[src/brbt_pkg.sv]
`default_nettype none
package brbt_pkg;
    localparam int unsigned PosW = 11;
    localparam int unsigned CntOutMax = 2047;

    typedef enum logic {
        OP_WRITE = 1'b0,
        OP_QUERY = 1'b1
    } t_op;

    typedef struct packed {
        t_op            op;
        logic           is_open;
        logic [PosW-1:0] left_pos;
        logic [PosW-1:0] right_pos;
        logic           range_error;
    } t_req;

    typedef struct packed {
        logic [PosW-1:0] unmatched_close;
        logic [PosW-1:0] unmatched_open;
        logic            balanced;
        logic            range_error;
    } t_res;
endpackage
`default_nettype wire

[src/brbt_front.sv]
`default_nettype none
module brbt_front
    import brbt_pkg::*;
#(
    parameter int unsigned MaxLen = 1024
) (
    input  wire               i_clk,
    input  wire               i_rst_n,
    input  wire               i_push,
    output logic              o_full,
    input  wire               i_operation,
    input  wire               i_is_open,
    input  wire  [PosW-1:0]   i_left_pos,
    input  wire  [PosW-1:0]   i_right_pos,
    input  wire  [PosW-1:0]   i_len,
    output logic              o_req_valid,
    output t_req              o_req,
    input  wire               i_req_pop
);
    localparam int unsigned LenW = $clog2(MaxLen + 1);
    localparam int unsigned ExtW = (LenW > PosW) ? LenW : PosW;

    t_req r_q [2];
    logic r_wp, r_rp;
    logic [1:0] r_cnt;
    logic [ExtW-1:0] w_len, w_lp, w_rp;
    logic w_cap, w_bad;
    t_req w_in;

    assign w_cap = ExtW'(i_len) > ExtW'(MaxLen);
    assign w_len = w_cap ? ExtW'(MaxLen) : ExtW'(i_len);
    assign w_lp = ExtW'(i_left_pos);
    assign w_rp = ExtW'(i_right_pos);

    always_comb begin
        if (i_operation == OP_WRITE) begin
            w_bad = (w_lp == '0) || (w_lp > w_len);
        end else begin
            w_bad = (w_lp == '0) || (w_lp > w_rp) || (w_rp > w_len);
        end
        w_in.op = t_op'(i_operation);
        w_in.is_open = i_is_open;
        w_in.left_pos = i_left_pos;
        w_in.right_pos = i_right_pos;
        w_in.range_error = w_bad;
    end

    assign o_full = r_cnt[1];
    assign o_req_valid = r_cnt != 2'd0;
    assign o_req = r_q[r_rp];

    always_ff @(posedge i_clk) begin
        if (!i_rst_n) begin
            r_wp <= 1'b0;
            r_rp <= 1'b0;
            r_cnt <= 2'd0;
        end else begin
            if (i_push && !o_full) begin
                r_q[r_wp] <= w_in;
                r_wp <= ~r_wp;
            end
            if (i_req_pop && o_req_valid) begin
                r_rp <= ~r_rp;
            end
            r_cnt <= r_cnt + 2'((i_push && !o_full) ? 1 : 0)
                           - 2'((i_req_pop && o_req_valid) ? 1 : 0);
        end
    end
endmodule
`default_nettype wire

[config.mk]
export PLATFORM = sky130hd
export DESIGN_NAME = brbt_front
export DESIGN_NICKNAME = d
export VERILOG_FILES = /design/src/brbt_pkg.sv /design/src/brbt_front.sv
export SDC_FILE = /design/constraint.sdc
export NUM_CORES = 1
export LEC_CHECK = 0
export BUFFER_PORTS_ARGS = -buffer_cell sky130_fd_sc_hd__buf_4
export CORE_MARGIN = 2
export CORE_UTILIZATION = 40
export DETAILED_ROUTE_END_ITERATION = 10
export GPL_TIMING_DRIVEN = 0
export HOLD_SLACK_MARGIN = 0.1
export PLACE_DENSITY = 0.71
export SYNTH_ARGS = -nofsm -noshare
export SYNTH_HDL_FRONTEND = slang
export SYNTH_SLANG_ARGS = --single-unit
[constraint.sdc]
create_clock -name i_clk -period 2.2 [get_ports i_clk]
set_input_delay 0.33 -clock i_clk [delete_from_list [all_inputs] [get_ports i_clk]]
set_output_delay 0.33 -clock i_clk [all_outputs]
set_load 0.1 [all_outputs]
==> results of run 1 <==
[stage by stage]
step / hold WS (ns) / power (W)
final: 0.205 / 0.00391
after global routing: 0.179 / 0.00408
after CTS: 0.198 / 0.00394
after detailed placement: 0.519 / 0.00329
after global placement: 0.516 / 0.00326
after floorplan: 0.429 / 0.00287
[sequential cells by signal (all words and copies together), names as in the netlist, named ones only]
register,count
r_rp,1
r_cnt,2
r_wp,1
r_q,50
[layer usage]
metal / up-vias / wire [um]
met3: 5 / 183
met5: - / 0
met4: 0 / 49
met2: 43 / 2890
li1: 948 / -
met1: 908 / 2710
[cell usage after synthesis (2+ instances only)]
| library cell | instances |
|---|---|
| a211oi_1 | 5 |
| a21oi_1 | 10 |
| a41oi_1 | 2 |
| and2_1 | 4 |
| buf_2 | 3 |
| dfxtp_1 | 5 |
| edfxtp_1 | 50 |
| ha_1 | 35 |
| inv_1 | 15 |
| mux2_2 | 25 |
| nand2_1 | 13 |
| nand3b_1 | 3 |
| nand4_1 | 6 |
| nor2_1 | 8 |
| nor2b_1 | 4 |
| nor3_1 | 3 |
| nor4_1 | 3 |
| o21ai_0 | 5 |
| o21ai_1 | 2 |
| xnor2_1 | 3 |
[area by class of cell]
cell class | count | area, um2 | area share [%]
Sequential cell | 55 | 1600 | 44.5
Multi-Input combinational cell | 138 | 1170 | 32.6
Timing Repair Buffer | 68 | 510 | 14.2
Tap cell | 96 | 120 | 3.34
Clock buffer | 5 | 68.8 | 1.91
Inverter | 16 | 63.8 | 1.77
Clock inverter | 3 | 43.8 | 1.22
Buffer | 3 | 15.0 | 0.417
[power groups by stage]
stage	Clock (W)	Combinational [W]	Sequential, W
after detailed placement	0	0.00196	0.00133
final	0.000659	0.00195	0.00130
after CTS	0.000676	0.00196	0.00131
after global placement	0	0.00194	0.00132
after global routing	0.000718	0.00204	0.00132
after floorplan	0	0.00151	0.00135
[placed cells by master (no fill, tap or decap), types with 6 or more instances in the layout]
| cell type | count |
|---|---|
| edfxtp_1 | 50 |
| nor2_1 | 7 |
| buf_4 | 68 |
| ha_1 | 35 |
| a21oi_1 | 10 |
| inv_1 | 15 |
| mux2_2 | 25 |
| nand2_1 | 13 |
| nand4_1 | 6 |
[cells by family after synthesis]
family / count (synthesis) / share of synthesized area (%)
xor+xnor: 4 / 1.23
fa+ha+maj: 35 / 15.4
simple gates: 48 / 8.77
flops: 55 / 56.4
mux: 25 / 9.92
compound gates: 26 / 5.60
buf+inv: 19 / 2.64
[what timing repair did]
item,4_1_cts,5_1_grt
setup endpoints to repair,25,9
hold buffers,0,0
setup buffers,0,3
cloned,0,0
gates resized for setup,1,2
[worst max path at each step]
stage | from | end | cells after the start
after floorplan | r_cnt[1] | r_cnt[1] | 8
after global placement | i_len[10] | r_q[0][0] | 9
after detailed placement | i_len[10] | r_q[1][0] | 9
after CTS | i_len[10] | r_q[0][0] | 9
after global routing | i_len[10] | r_q[0][0] | 9
final | i_len[10] | r_q[0][0] | 10
==> results.yml, run 1 <==
outcome:
  status: "finished clean"
synthesis:
  synth-edff-count: 50
  ys_async_sr_fraction_pct: 0
  syn-mean-instance-area_um2: 13.4
  synth-seq-cells: 55
  synth_top_area_share_pct: 52.9
  syn_nets: 286
  synthTopCellsByArea: "edfxtp_1 (53%), ha_1 (15%), mux2_2 (9.9%)"
  synthDistinctLibCells: 28
  synth_ff_type: "edfxtp_1"
  yosys.area.top_type: "edfxtp_1"
  syn_area_mm2: 0.00284
  ys_seq_area_share_pct: 56.4
  syn_inst: 212
  ys_warn_count: 0
sta:
  slew_headroom_pct: 46.4
  worstMarginPinSlew_ns: 0.803
  setup_viol_count_final: 0
  rsz0062_at_grt: "false"
  fin_ws_ns: 0.105
  finClkSkew_ns: 0.00542
  final_hold_viol_count: 0
  slew_violations: 0
  fin_crit_ns: 2.09
  fmax_mhz: 477
  setup_tns_ns: 0
  fin_crit_sh_pct: 95.2
power_and_ir_drop:
  p_leak_nw: 1.47
  seqPwrFrac_pct: 33.4
  switching_power_w: 0.00179
  combPwrFrac_pct: 49.8
  irDropWorstVdd_mv: 0.359
  power.density_mw_per_mm2: 1090
  power_switching_share_pct: 45.8
  clkPwrFrac_pct: 16.9
  intPower_w: 0.00212
critical_path:
  critical-path-top-delay-family: "compound AO/OA/AOI/OAI gates"
  critPathRequiredTime_ns: 2.25
  critical_path_arrival_ns: 2.15
  worst_path_max_delay_cell: "a221o_1"
  crit_path_cell_trace: "buf_4 > clkinvlp_4 > buf_4 > nand2_1 > ha_1 > nand4_1 > a21oi_1 > nor3_1 > o21ai_0 > a221o_1"
  crit_fanout: 10
  path_class: "in -> reg"
  rr_startpoint: "r_cnt[1]"
  worst-r2r-setup-slack_ns: 0.44
  crit_path_end_kind: "flip-flop"
  cpMostUsedCell: "buf_4"
  worst-path-buf-inv: 3
  regToRegEndpoint: "r_cnt[1]"
  max_stage_delay_ns: 0.39
  setup.worst_path.start_class: "input pin"
  reg2regPathDepth: 8
clock_tree:
  h-tree-depth: 2
  numClockSinks: 55
  numCtsBuffers: 5
  clockBufferDepth: 2
  cts-root-buf: "clkbuf_8"
  cts_tree: "done"
  path_clk_slew_ns: 0.10
  insertion_delay_ns: 0.30
layout:
  post-route-util_pct: 52.7
  final_nets: 361
  drive_above_1_share_pct: 37.8
  fill_cells: 635
  num_antenna_cells: 0
  areaGrowthSynthToFinish_pct: 26.8
  finalNonFillerCells: 384
  postLayoutCellArea_mm2: 0.00360
global_routing:
  track_usage_pct: 15.2
  overflow: 0
  grt_max_degree: 26
  grt_pass1_vias: 1847
  grt_antenna_before_repair: 0
  met1_usage_pct: 20.7
  grt_pass1_wl_mm: 8.92
  grt.met2_usage_pct: 25.0
  met3_usage_pct: 3.08
  busiest_layer: "met2"
detailed_routing:
  drt-wirelength-per-cell_um: 15.2
  first_pass_iters: 4
  viasPerCell: 4.96
  antenna_left: 0
  first_iter_violations: 51
  num_vias: 1904
  route.final.wire_length_mm: 5.83
  drcViolationCount: 0
placed_design:
  dp_hpwl_mm: 4.31
  dpl_cell_area_mm2: 0.00345
  place_congestion: 0.821
  dp_slack_ns: -0.309
  io_buffers: 65
  placed_cells: 373
job:
  drv_cap: 0
min_path:
  min_path_type: "in -> reg"
  holdPathStages: 1
  hp-start: "i_is_open"
  holdPathEnd: "r_q[1][23]"
die:
  die-height_um: 88.2
  io_pins: 66
  initial_core_util_pct: 41.6
  core_region_area_mm2: 0.00683
  dieWidth_um: 88.2
  dieArea_mm2: 0.00779
  num_rows: 30
(Power assumes the default switching activity.)
==> inputs of run 2 (changes only) <==
- CTS_BUF_LIST: not set -> sky130_fd_sc_hd__clkbuf_8
- SETUP_SLACK_MARGIN: not set -> 0.2
==> run 2 against run 1 <==
  * Register-to-register slack hardly changed
  * Largest power group unchanged
  * Via count is 0.84% higher
  * Critical path type is now reg -> out
  * Cell count is 0.78% lower
  * Sequential power hardly changed
  * Utilization is 0.38 points higher
  * Non-clock buffer count is 3 lower
  * Flip-flop and latch count stayed put
  * Worst hold slack worse by 0.0035 ns
  * Die area stayed put
  * Power is 3.6% higher
==> results.yml, run 2 (same netlist as run 1, synthesis figures left out) <==
detailed_routing:
  drcViolationCount: 0
  top_layer_used: "met4"
  drt-wirelength-per-cell_um: 15.2
  route.final.wire_length_mm: 5.79
  num_vias: 1920
  first_pass_iters: 4
  wl_met1_mm: 2.63
  antenna_left: 0
  first_iter_violations: 90
  wl_met3_um: 238
  viasPerCell: 5.04
  wl_met2_mm: 2.86
placed_design:
  dp_hpwl_mm: 4.37
  placed_cells: 373
  place_congestion: 0.817
  io_buffers: 65
  dpl_cell_area_mm2: 0.00346
clock_tree:
  cts-root-buf: "clkbuf_8"
  holdBufCountCts: 0
  clockBufferDepth: 2
  insertion_delay_ns: 0.31
  numClockSinks: 55
  numCtsBuffers: 5
  post_cts_buffers: 0
  path_clk_slew_ns: 0.10
  cts_tree: "done"
  h-tree-depth: 2
min_path:
  holdPathStages: 1
  min_path_type: "in -> reg"
power_and_ir_drop:
  power.density_mw_per_mm2: 1120
  finalPower_w: 0.00405
  p_leak_nw: 1.47
  irDropWorstVdd_mv: 0.499
die:
  io_pins: 66
  dieArea_mm2: 0.00779
  initial_core_util_pct: 41.6
  dieWidth_um: 88.2
  num_rows: 30
  core_region_area_mm2: 0.00683
  die-height_um: 88.2
sta:
  fin_crit_ns: 1.92
  fin_crit_sh_pct: 87.2
  slew_violations: 0
  slew_headroom_pct: 48.2
  setup_viol_count_final: 0
  finClkSkew_ns: 0.00964
  hold-worst-slack_ns: 0.201
  worstMarginPinSlew_ns: 0.775
  rsz0062_at_grt: "false"
  fmax_mhz: 521
  final_hold_viol_count: 0
layout:
  fill_cells: 625
  final_common_cell: "buf_4"
  largest_registers: "r_q: 50 flops, r_cnt: 2 flops"
  final_cell_mix: "buf_4 (65), edfxtp_1 (50), ha_1 (35), mux2_2 (25), inv_1 (15)"
  num_antenna_cells: 0
  finalNonFillerCells: 381
  largest_reg_flops: 50
  postLayoutCellArea_mm2: 0.00362
  largest_register: "r_q"
  areaGrowthSynthToFinish_pct: 27.7
  final_nets: 358
  drive_above_1_share_pct: 37.9
global_routing:
  grt_antenna_before_repair: 0
  grt_pass1_vias: 1837
  grt_pass1_wl_mm: 9.06
  overflow: 0
  grt_max_degree: 26
  track_usage_pct: 15.4
critical_path:
  critical_path_arrival_ns: 1.59
  crit_path_end_kind: "output port"
  path_class: "reg -> out"
  crit_fanout: 10
  setup.worst_path.start_class: "flip-flop"
  reg2regPathDepth: 8
  critPathRequiredTime_ns: 1.87
job:
  drv_cap: 0
outcome:
  status: "finished clean"
[run 2: worst paths after layout]
check,from,endpoint,slack (ns)
worst max register to register,r_cnt[1],r_cnt[1],0.43
worst max-delay path,flip-flop,o_req[7],0.28
worst min-delay path,i_is_open,r_q[1][23],0.20
worst min register to register,r_rp,r_rp,0.56
[run 2: final cells by class]
type | count | area [um2] | share of cell area (%)
Multi-Input combinational cell | 138 | 1180 | 32.7
Clock buffer | 5 | 68.8 | 1.90
Inverter | 16 | 61.3 | 1.69
Clock inverter | 3 | 67.6 | 1.86
Tap cell | 96 | 120 | 3.31
Timing Repair Buffer | 65 | 488 | 13.5
Sequential cell | 55 | 1610 | 44.3
Buffer | 3 | 30.0 | 0.828
[run 2: what timing repair did]
item,4_1_cts,5_1_grt
resized for setup,7,3
cloned,0,0
endpoints found under the setup margin,72,20
[run 2: worst max-delay path, cell delays in order (launching register included)]
cell and delay (ns):
dfxtp_1 0.32, clkbuf_4 0.19, buf_6 0.19, mux2_2 0.36
buf_4 0.23
[run 2: report_power, final]
part           leakage (nW)  internal, W  switching (W)  total, W
combinational         0.907     0.000527        0.00144   0.00196
clock                0.0644     0.000454       0.000328  0.000781
sequential            0.500      0.00127      0.0000366   0.00131
total                  1.47      0.00225        0.00180   0.00405
[run 2: stage by stage]
stage	util [%]	worst slack (ns)	setup TNS [ns]
floorplan	-	0.144	0
global placement	50.6	-0.279	-2.00
detailed placement	50.6	-0.286	-2.66
CTS	52.9	0.217	0
global route	53.1	0.202	0
finish	53.1	0.282	0
[run 2: routing by layer]
metal / global-route usage, % / up-vias
met5: 0 / -
met3: 2.61 / 4
met2: 25.6 / 46
li1: - / 947
met1: 21.3 / 923
met4: 3.31 / 0
